[config.mk]
export PLATFORM = sky130hd
export DESIGN_NAME = grid_ray_dda_cast
export DESIGN_NICKNAME = d
export VERILOG_FILES = /design/src/hw/rtl/grdc_pkg.sv /design/src/hw/rtl/grdc_recip.sv /design/src/hw/rtl/grdc_ctrl.sv /design/src/hw/rtl/grdc_dp.sv /design/src/hw/rtl/grid_ray_dda_cast.sv
export VERILOG_INCLUDE_DIRS = /design/src /design/src/hw/rtl
export SDC_FILE = /design/constraint.sdc
export NUM_CORES = 2
export LEC_CHECK = 0
export BUFFER_PORTS_ARGS = -buffer_cell sky130_fd_sc_hd__buf_4
export CAP_MARGIN = 20
export CELL_PAD_IN_SITES_DETAIL_PLACEMENT = 1
export CELL_PAD_IN_SITES_GLOBAL_PLACEMENT = 2
export CORE_ASPECT_RATIO = 1.2
export CORE_MARGIN = 2
export CORE_UTILIZATION = 34
export CTS_CLUSTER_SIZE = 16
export DETAILED_ROUTE_END_ITERATION = 10
export PLACE_DENSITY = 0.67
export SLEW_MARGIN = 20
export SYNTH_ARGS = -nofsm -noshare
export SYNTH_HDL_FRONTEND = slang
export SYNTH_SLANG_ARGS = --single-unit
[constraint.sdc]
create_clock -name clk -period 31.1 [get_ports clk]
set_input_delay 1.555 -clock clk [delete_from_list [all_inputs] [get_ports clk]]
set_output_delay 1.555 -clock clk [all_outputs]
set_load 0.05 [all_outputs]
[src/hw/rtl/grid_ray_dda_cast_macros.svh]
// Assertion macros used by the ray caster controller.
`ifndef GRID_RAY_DDA_CAST_MACROS_SVH
`define GRID_RAY_DDA_CAST_MACROS_SVH

// Same-cycle implication, checked outside reset.
`define GRDC_ASSERT_NOW(lbl, ante, cons) \
  lbl: assert property (@(posedge clk) disable iff (!rst_n) (ante) |-> (cons)) \
    else $error("grdc assertion failed");

// Next-cycle implication, checked outside reset.
`define GRDC_ASSERT_NEXT(lbl, ante, cons) \
  lbl: assert property (@(posedge clk) disable iff (!rst_n) (ante) |=> (cons)) \
    else $error("grdc assertion failed");

`endif

[src/hw/rtl/grdc_pkg.sv]
// Shared types, constants and helpers for the grid ray caster.
package grdc_pkg;

  localparam int MAP_W        = 32;
  localparam int MAP_H        = 32;
  localparam int TEX_SIZE     = 32;
  localparam int MAP_DEPTH    = MAP_W * MAP_H;
  localparam int MAP_AW       = $clog2(MAP_DEPTH);
  localparam int CLR_W        = $clog2(MAP_DEPTH + 1);
  localparam int CW           = 12;
  localparam logic [15:0] MAX_DIST_RST = 16'd1280;

  typedef struct packed {
    logic              mode;
    logic [4:0]        tile_x;
    logic [4:0]        tile_y;
    logic              tile_solid;
    logic [15:0]       start_x;
    logic [15:0]       start_y;
    logic signed [15:0] dir_x;
    logic signed [15:0] dir_y;
  } in_item_t;

  typedef struct packed {
    logic        hit;
    logic        side;
    logic [15:0] hit_distance;
    logic [4:0]  hit_tile_x;
    logic [4:0]  hit_tile_y;
    logic [4:0]  texture_column;
  } out_item_t;

  typedef struct packed {
    logic clear;
    logic load;
    logic div_go;
    logic div_y;
    logic init_x;
    logic init_y;
    logic step;
    logic hit_mul;
    logic emit_hit;
    logic emit_miss;
  } dp_cmd_t;

  typedef struct packed {
    logic clear_done;
    logic div_done;
    logic limit;
    logic solid;
    logic in_range;
  } dp_status_t;

  function automatic logic [MAP_AW-1:0] map_addr(input logic [CW-1:0] x,
                                                 input logic [CW-1:0] y);
    return MAP_AW'(32'(y) * MAP_W + 32'(x));
  endfunction

endpackage

[src/hw/rtl/grdc_recip.sv]
// Iterative reciprocal unit: floor(2^22 / a), saturated to 16 bits, one bit per cycle.
module grdc_recip import grdc_pkg::*; (
  input  logic        clk,
  input  logic        rst_n,
  input  logic        start,
  input  logic [15:0] divisor,
  output logic        done,
  output logic [15:0] quotient
);

  logic        run_r, run_nxt;
  logic        done_r, done_nxt;
  logic [3:0]  cnt_r, cnt_nxt;
  logic [15:0] rem_r, rem_nxt;
  logic [15:0] q_r, q_nxt;
  logic [15:0] a_r, a_nxt;
  logic        sat_r, sat_nxt;
  logic [16:0] trial;

  // With a above 64 the quotient fits 16 bits, so the top of 2^22 (64) is the first remainder.
  always_comb begin
    run_nxt  = run_r;
    done_nxt = 1'b0;
    cnt_nxt  = cnt_r;
    rem_nxt  = rem_r;
    q_nxt    = q_r;
    a_nxt    = a_r;
    sat_nxt  = sat_r;
    trial    = {rem_r, 1'b0};
    if (start) begin
      run_nxt = 1'b1;
      cnt_nxt = 4'd0;
      rem_nxt = 16'd64;
      q_nxt   = 16'd0;
      a_nxt   = divisor;
      sat_nxt = (divisor <= 16'd64);
    end else if (run_r) begin
      if (trial >= {1'b0, a_r}) begin
        rem_nxt = 16'(trial - {1'b0, a_r});
        q_nxt   = {q_r[14:0], 1'b1};
      end else begin
        rem_nxt = trial[15:0];
        q_nxt   = {q_r[14:0], 1'b0};
      end
      cnt_nxt = cnt_r + 4'd1;
      if (cnt_r == 4'd15) begin
        run_nxt  = 1'b0;
        done_nxt = 1'b1;
      end
    end
  end

  always_ff @(posedge clk) begin
    if (!rst_n) begin
      run_r  <= 1'b0;
      done_r <= 1'b0;
      cnt_r  <= 4'd0;
    end else begin
      run_r  <= run_nxt;
      done_r <= done_nxt;
      cnt_r  <= cnt_nxt;
    end
    rem_r <= rem_nxt;
    q_r   <= q_nxt;
    a_r   <= a_nxt;
    sat_r <= sat_nxt;
  end

  assign done     = done_r;
  assign quotient = sat_r ? 16'hFFFF : q_r;

endmodule

[src/hw/rtl/grdc_ctrl.sv]
// Controller state machine for the grid ray caster.
`include "grid_ray_dda_cast_macros.svh"
module grdc_ctrl import grdc_pkg::*; (
  input  logic       clk,
  input  logic       rst_n,
  input  logic       start,
  input  logic       mode,
  input  dp_status_t st,
  output dp_cmd_t    cmd,
  output logic       busy
);

  localparam logic [3:0] S_CLEAR = 4'd0;
  localparam logic [3:0] S_IDLE  = 4'd1;
  localparam logic [3:0] S_XGO   = 4'd2;
  localparam logic [3:0] S_DIVX  = 4'd3;
  localparam logic [3:0] S_YGO   = 4'd4;
  localparam logic [3:0] S_DIVY  = 4'd5;
  localparam logic [3:0] S_INITX = 4'd6;
  localparam logic [3:0] S_INITY = 4'd7;
  localparam logic [3:0] S_STEP  = 4'd8;
  localparam logic [3:0] S_READ  = 4'd9;
  localparam logic [3:0] S_CHECK = 4'd10;
  localparam logic [3:0] S_HMUL  = 4'd11;
  localparam logic [3:0] S_OUT   = 4'd12;

  logic [3:0] state_r, state_nxt;

  always_comb begin
    state_nxt = state_r;
    cmd       = '0;
    unique case (state_r)
      S_CLEAR: begin
        if (st.clear_done) begin
          state_nxt = S_IDLE;
        end else begin
          cmd.clear = 1'b1;
        end
      end
      S_IDLE: begin
        cmd.load = start;
        if (start && mode) begin
          state_nxt = S_XGO;
        end
      end
      S_XGO: begin
        cmd.div_go = 1'b1;
        state_nxt  = S_DIVX;
      end
      S_DIVX: begin
        if (st.div_done) begin
          state_nxt = S_YGO;
        end
      end
      S_YGO: begin
        cmd.div_go = 1'b1;
        cmd.div_y  = 1'b1;
        state_nxt  = S_DIVY;
      end
      S_DIVY: begin
        cmd.div_y = 1'b1;
        if (st.div_done) begin
          state_nxt = S_INITX;
        end
      end
      S_INITX: begin
        cmd.init_x = 1'b1;
        state_nxt  = S_INITY;
      end
      S_INITY: begin
        cmd.init_y = 1'b1;
        state_nxt  = S_STEP;
      end
      S_STEP: begin
        if (st.limit) begin
          cmd.emit_miss = 1'b1;
          state_nxt     = S_IDLE;
        end else begin
          cmd.step  = 1'b1;
          state_nxt = S_READ;
        end
      end
      S_READ: begin
        state_nxt = S_CHECK;
      end
      S_CHECK: begin
        if (!st.solid) begin
          state_nxt = S_STEP;
        end else if (st.in_range) begin
          state_nxt = S_HMUL;
        end else begin
          cmd.emit_miss = 1'b1;
          state_nxt     = S_IDLE;
        end
      end
      S_HMUL: begin
        cmd.hit_mul = 1'b1;
        state_nxt   = S_OUT;
      end
      S_OUT: begin
        cmd.emit_hit = 1'b1;
        state_nxt    = S_IDLE;
      end
      default: begin
        state_nxt = S_IDLE;
      end
    endcase
  end

  always_ff @(posedge clk) begin
    if (!rst_n) begin
      state_r <= S_CLEAR;
    end else begin
      state_r <= state_nxt;
    end
  end

  assign busy = (state_r != S_IDLE);

  // A result strobe lasts one cycle; the divider only finishes while it is awaited.
  `GRDC_ASSERT_NEXT(a_emit_single, cmd.emit_hit || cmd.emit_miss, !cmd.emit_hit && !cmd.emit_miss)
  `GRDC_ASSERT_NOW(a_div_awaited, st.div_done, state_r == S_DIVX || state_r == S_DIVY)
  `GRDC_ASSERT_NOW(a_idle_after_clear, state_r == S_IDLE, st.clear_done)

endmodule

[src/hw/rtl/grdc_dp.sv]
// Datapath for the grid ray caster: tile map, reciprocal unit, DDA walk and hit math.
module grdc_dp import grdc_pkg::*; (
  input  logic        clk,
  input  logic        rst_n,
  input  dp_cmd_t     cmd,
  input  in_item_t    in_item,
  input  logic        cfg_we,
  input  logic [15:0] cfg_wdata,
  output dp_status_t  st,
  output logic        out_valid,
  output out_item_t   out_result
);

  logic map_mem [MAP_DEPTH];

  logic [CLR_W-1:0]   clr_r;
  logic [15:0]        max_r;
  logic [15:0]        sx_r, sy_r;
  logic signed [15:0] dx_r, dy_r;
  logic [15:0]        ux_r, uy_r;
  logic [17:0]        rx_r, ry_r, dist_r;
  logic [CW-1:0]      tx_r, ty_r;
  logic               side_r;
  logic [21:0]        prod_r;
  logic               rdata_r;
  logic               out_valid_r;
  out_item_t          out_r;

  logic               wr_en, wr_data;
  logic [MAP_AW-1:0]  wr_addr;
  logic [15:0]        div_in, quo;
  logic               div_done;
  logic [11:0]        fx, fy;
  logic [27:0]        px, py;
  logic               adv_x;
  logic [CW-1:0]      stx, sty;
  logic signed [15:0] dsel;
  logic signed [33:0] hp;
  logic [15:0]        base;
  logic [21:0]        pos_lo;
  logic [31:0]        tex_full;
  logic               in_map;

  grdc_recip u_recip (
    .clk      (clk),
    .rst_n    (rst_n),
    .start    (cmd.div_go),
    .divisor  (div_in),
    .done     (div_done),
    .quotient (quo)
  );

  // Absolute value of the selected direction; the most negative code maps to 32768.
  always_comb begin
    dsel   = cmd.div_y ? dy_r : dx_r;
    div_in = dsel[15] ? 16'(~dsel + 16'sd1) : dsel;
  end

  always_comb begin
    wr_en   = 1'b0;
    wr_data = 1'b0;
    wr_addr = clr_r[MAP_AW-1:0];
    if (cmd.clear) begin
      wr_en = 1'b1;
    end else if (cmd.load && !in_item.mode &&
                 (CW'(in_item.tile_x) < CW'(MAP_W)) && (CW'(in_item.tile_y) < CW'(MAP_H))) begin
      wr_en   = 1'b1;
      wr_data = in_item.tile_solid;
      wr_addr = map_addr(CW'(in_item.tile_x), CW'(in_item.tile_y));
    end
  end

  always_ff @(posedge clk) begin
    if (wr_en) begin
      map_mem[wr_addr] <= wr_data;
    end
    rdata_r <= map_mem[map_addr(tx_r, ty_r)];
  end

  // The boundary fraction is measured toward the side the ray moves to.
  always_comb begin
    fx  = dx_r[15] ? {1'b0, sx_r[10:0]} : 12'(12'd2048 - {1'b0, sx_r[10:0]});
    fy  = dy_r[15] ? {1'b0, sy_r[10:0]} : 12'(12'd2048 - {1'b0, sy_r[10:0]});
    px  = 28'(fx) * 28'(ux_r);
    py  = 28'(fy) * 28'(uy_r);
    adv_x = rx_r < ry_r;
    stx = dx_r[15] ? {CW{1'b1}} : CW'(1);
    sty = dy_r[15] ? {CW{1'b1}} : CW'(1);
    hp  = 34'(side_r ? dx_r : dy_r) * 34'($signed({1'b0, dist_r[16:0]}));
    base     = side_r ? sx_r : sy_r;
    pos_lo   = 22'({base, 11'b0}) + prod_r;
    tex_full = 32'(pos_lo) * 32'(TEX_SIZE);
    in_map   = !tx_r[CW-1] && !ty_r[CW-1] &&
               (tx_r < CW'(MAP_W)) && (ty_r < CW'(MAP_H));
  end

  always_ff @(posedge clk) begin
    if (!rst_n) begin
      clr_r       <= '0;
      max_r       <= MAX_DIST_RST;
      out_valid_r <= 1'b0;
    end else begin
      if (cmd.clear) begin
        clr_r <= clr_r + CLR_W'(1);
      end
      if (cfg_we) begin
        max_r <= cfg_wdata;
      end
      out_valid_r <= cmd.emit_hit || cmd.emit_miss;
    end

    if (cmd.load) begin
      sx_r   <= in_item.start_x;
      sy_r   <= in_item.start_y;
      dx_r   <= in_item.dir_x;
      dy_r   <= in_item.dir_y;
      tx_r   <= CW'(in_item.start_x[15:11]);
      ty_r   <= CW'(in_item.start_y[15:11]);
      dist_r <= '0;
      side_r <= 1'b0;
    end
    if (div_done) begin
      if (cmd.div_y) begin
        uy_r <= quo;
      end else begin
        ux_r <= quo;
      end
    end
    if (cmd.init_x) begin
      rx_r <= 18'(px[27:11]);
    end
    if (cmd.init_y) begin
      ry_r <= 18'(py[27:11]);
    end
    if (cmd.step) begin
      if (adv_x) begin
        tx_r   <= tx_r + stx;
        dist_r <= rx_r;
        rx_r   <= rx_r + 18'(ux_r);
        side_r <= 1'b0;
      end else begin
        ty_r   <= ty_r + sty;
        dist_r <= ry_r;
        ry_r   <= ry_r + 18'(uy_r);
        side_r <= 1'b1;
      end
    end
    if (cmd.hit_mul) begin
      prod_r <= hp[21:0];
    end
    if (cmd.emit_hit) begin
      out_r.hit            <= 1'b1;
      out_r.side           <= side_r;
      out_r.hit_distance   <= dist_r[15:0];
      out_r.hit_tile_x     <= tx_r[4:0];
      out_r.hit_tile_y     <= ty_r[4:0];
      out_r.texture_column <= tex_full[26:22];
    end else if (cmd.emit_miss) begin
      out_r <= '0;
    end
  end

  always_comb begin
    st.clear_done = (clr_r == CLR_W'(MAP_DEPTH));
    st.div_done   = div_done;
    st.limit      = dist_r >= 18'(max_r);
    st.solid      = in_map && rdata_r;
    st.in_range   = dist_r < 18'(max_r);
  end

  assign out_valid  = out_valid_r;
  assign out_result = out_r;

endmodule

[src/hw/rtl/grid_ray_dda_cast.sv]
// Top level of the grid ray caster: controller plus datapath.
//
//  channel | ports                    | handshake
//  --------+--------------------------+-------------------------------------------
//  input   | start, busy, in_item     | transaction when start is high, busy low
//  result  | out_valid, out_result    | one-cycle strobe, always taken
//  config  | cfg_we, cfg_wdata        | register written when cfg_we is high
//
// After reset the map is cleared one tile a cycle; busy stays high until every tile is cleared.
// A tile write gives no result.
// A cast runs setup (per axis one start state and a wait in the shared serial divider,
// then two boundary multiplies), then per boundary step the states step, map read and
// test, then the hit multiply and output for a hit; a miss is given at the distance
// limit or for a solid tile out of range. The result strobe follows in the next cycle.
// The result strobe may overlap the cycle in which the next transaction is accepted.
module grid_ray_dda_cast import grdc_pkg::*; (
  input  logic        clk,
  input  logic        rst_n,
  input  logic        start,
  output logic        busy,
  input  in_item_t    in_item,
  output logic        out_valid,
  output out_item_t   out_result,
  input  logic        cfg_we,
  input  logic [15:0] cfg_wdata
);

  dp_cmd_t    cmd;
  dp_status_t st;

  grdc_ctrl u_ctrl (
    .clk   (clk),
    .rst_n (rst_n),
    .start (start),
    .mode  (in_item.mode),
    .st    (st),
    .cmd   (cmd),
    .busy  (busy)
  );

  grdc_dp u_dp (
    .clk        (clk),
    .rst_n      (rst_n),
    .cmd        (cmd),
    .in_item    (in_item),
    .cfg_we     (cfg_we),
    .cfg_wdata  (cfg_wdata),
    .st         (st),
    .out_valid  (out_valid),
    .out_result (out_result)
  );

endmodule
==> flow_summary.ini <==
[clock_network]
cts_tree = built
clockBufferDepth = 3
hold_buffers = 0
cts_buffers = 157
h-tree-depth = 4
cts_resized = 0
clkSinkCount = 1321
root_buffer = clkbuf_16
cts_setup_buffers = 0
clk_latency_ns = 0.83
cts.reportedPaths.clkPinSlew_ns = 0.06

[power]
finalPower_mw = 4.37
p_leak_nw = 34.2
ir_drop_v = 0.0000495
p_per_area_nw_per_um2 = 49.9

[sta]
whs_ns = 0.471
setup_ws_ns = 23.41
fin_crit_ns = 7.69
finalCritPeriodShare = 0.247
slew-limit-headroom = 0.260
fin_tns_setup_ns = 0
tightest_slew_ns = 1.11
final.setup_skew_ns = 0.0570
setup_violations = 0
rsz0062_at_grt = false
fmax_mhz = 130
hold_violations = 0
drv_slew = 0

[global_routing]
antenna_found_initial = 10
groute.usage.overall = 0.211
grt_first_pass_wirelength_um = 366000
grt_max_degree = 134
grt_pass1_vias = 55300
grt-ovfl-total = 0

[floorplanning]
rows = 193
dieArea_um2 = 235000
ioPinCount = 131
core_um2 = 230000
initial_core_util = 0.342
dieWidth_um = 443
chipHeight_um = 531

[min_path]
hold_end = u_dp.out_result[32]
min_from = u_dp.out_result[32]
hold_path_class = flip-flop to flip-flop
hold_depth = 2

[synthesis]
synth_area_um2 = 78600
avgSynthCellArea_um2 = 11.9
yosysWarnings = 0
synth_compound_area_frac = 0.0396
synth.distinct_cells = 78
synthSimpleGateAreaFrac = 0.132
synth-seq-cells = 1321
synth_top_flop_cell = edfxtp_1
synth_adder_area_share = 0.163
ys_seq_area_frac = 0.488
synth_edf_count = 1189
synth_xor_area_frac = 0.0179
synth_top_family_by_area = adder cells
synth_mux_area_frac = 0.105
syn_inst = 6625
synth_nets = 7475
synthArstFlopShare = 0

[routing]
first_iter_violations = 3567
wl_per_cell_um = 25.2
drc = 0
dr.pass1.iters = 5
wl_um = 245000
route.vias.total = 50700
ant_nets = 0
avgViaCountPerCell = 5.19

[layout]
area.growth.synth_to_final_pct = 11.6
fin_util = 0.381
nNetsFinal = 7459
drive_gt1_frac = 0.135
design_area_um2 = 87700
final_cells = 9756

[worst_setup_path]
cp.required_ns = 31.83
r2r_end = u_dp.rx_r[15]
cpMostUsedCell = fa_1
path_buf_inv = 4
ff2ff_setup_slack_ns = 23.41
slowest_stage = edfxtp_1
slowest_delay_ns = 0.71
crit_path_end_kind = flip-flop
startpoint_type = flip-flop
r2r-start = u_dp.sx_r[0]
cp_top_family = adder cells
arrival_ns = 8.41
r2r_cells = 24
cp_max_fo = 18
crit_type = flip-flop to flip-flop
cp_cell_sequence = inv_1 > ha_1 > nand2b_1 > nor4_1 > nor2_1 > xor2_1 > nand2_1 > fa_1 > inv_1 > fa_1 > fa_1 > fa_1 > inv_1 > fa_1 > inv_1 > ha_1 > a2111o_1 > o2111ai_1 > a21oi_1 > o21ai_0 > a21oi_1 > o21a_1 > o311a_1 > a21oi_1
cp-startpoint = u_dp.sx_r[0]

[place]
dp_hpwl_um = 160000
place_inst = 9470
post-place-ws_ns = 23.34
place_congestion = 0.809
postPlaceCellArea_um2 = 82700
portBuffers = 130

[status]
status = finished clean

[flow_run]
maxCapViolations = 0
## synthesized netlist by cell type, types with 101 or more instances
master / n / share of area
dfxtp_1: 132 / 0.034
ha_1: 306 / 0.049
mux4_2: 321 / 0.092
a21oi_1: 134 / 0.0085
and2_1: 212 / 0.017
edfxtp_1: 1189 / 0.45
inv_1: 675 / 0.032
nor2_1: 1237 / 0.059
clkbuf_1: 283 / 0.014
nand2_1: 561 / 0.027
xnor2_1: 101 / 0.011
fa_1: 448 / 0.11
## cells by family (layout without fill, tap and decap cells)
kind of cell / after synthesis / in the layout
and+or+nand+nor: 2385 / 2385
DFF: 1321 / 1321
buffers and inverters: 1112 / 1219
adders and majority gates: 754 / 754
AOI/OAI and AO/OA: 475 / 475
muxes: 417 / 417
xor gates and xnor gates: 161 / 161
other: 0 / 2
## placed cells by master, fill, tap and decap left out, types with 133 or more instances in the layout
cell,instances
nor2_1,1236
edfxtp_1,1189
inv_1,674
nand2_1,536
fa_1,448
mux4_2,321
ha_1,306
buf_4,253
and2_1,211
clkbuf_16,158
a21oi_1,133
## where the power goes
group	internal (mW)	leakage (nW)	switching, mW	total (mW)
Sequential	1.93	13.4	0.0412	1.97
Clock	1.00	2.37	0.776	1.78
Combinational	0.279	18.4	0.347	0.626
Total	3.21	34.2	1.16	4.37
## worst max path at each step
stage                     cells after the start               to  slack [ns]
after floorplan                               7  u_dp.map_mem[0]       13.07
after global placement                       24    u_dp.rx_r[15]       23.33
after detailed placement                     24    u_dp.rx_r[15]       23.34
after CTS                                    24    u_dp.rx_r[15]       23.27
after global routing                         24    u_dp.rx_r[15]       22.85
final                                        24    u_dp.rx_r[15]       23.41
## per-layer routing
metal	share of wire	track usage
met1	0.40	0.255
met5	0	0
met4	0.033	0.0678
met3	0.037	0.0243
met2	0.53	0.388
## state kept, by name, indices dropped and copies added (netlist names), 12 cells and up
| register | count |
|---|---|
| u_dp.dist_r | 18 |
| u_dp.dx_r | 16 |
| u_dp.dy_r | 16 |
| u_dp.map_mem | 1024 |
| u_dp.max_r | 16 |
| u_dp.out_result | 33 |
| u_dp.rx_r | 18 |
| u_dp.ry_r | 18 |
| u_dp.tx_r | 12 |
| u_dp.ty_r | 12 |
| u_dp.u_recip.a_r | 16 |
| u_dp.u_recip.q_r | 16 |
| u_dp.u_recip.rem_r | 16 |
| u_dp.ux_r | 16 |
| u_dp.uy_r | 16 |
## worst reg2reg max path, cell delays in order (launching register included)
cell       delay [ns]
edfxtp_1         0.71
inv_1            0.16
ha_1             0.18
nand2b_1         0.08
nor4_1           0.37
nor2_1           0.10
xor2_1           0.70
nand2_1          0.19
fa_1             0.57
inv_1            0.06
fa_1             0.56
fa_1             0.43
fa_1             0.49
inv_1            0.05
fa_1             0.47
inv_1            0.04
ha_1             0.31
a2111o_1         0.45
o2111ai_1        0.32
a21oi_1          0.20
o21ai_0          0.37
a21oi_1          0.18
o21a_1           0.22
o311a_1          0.29
a21oi_1          0.11
## cell type report
cell class                 count  area [um2]
antenna                        2        5.00
tap                         3022        3780
sequential                  1321       38400
fill                       24600      142000
timing repair buffer         260        2030
multi-input combinational   4192       36100
clock buffer                 198        4120
inverter                     677        2540
clock inverter                84         776
Note: power is estimated with default switching activity, not from simulation.
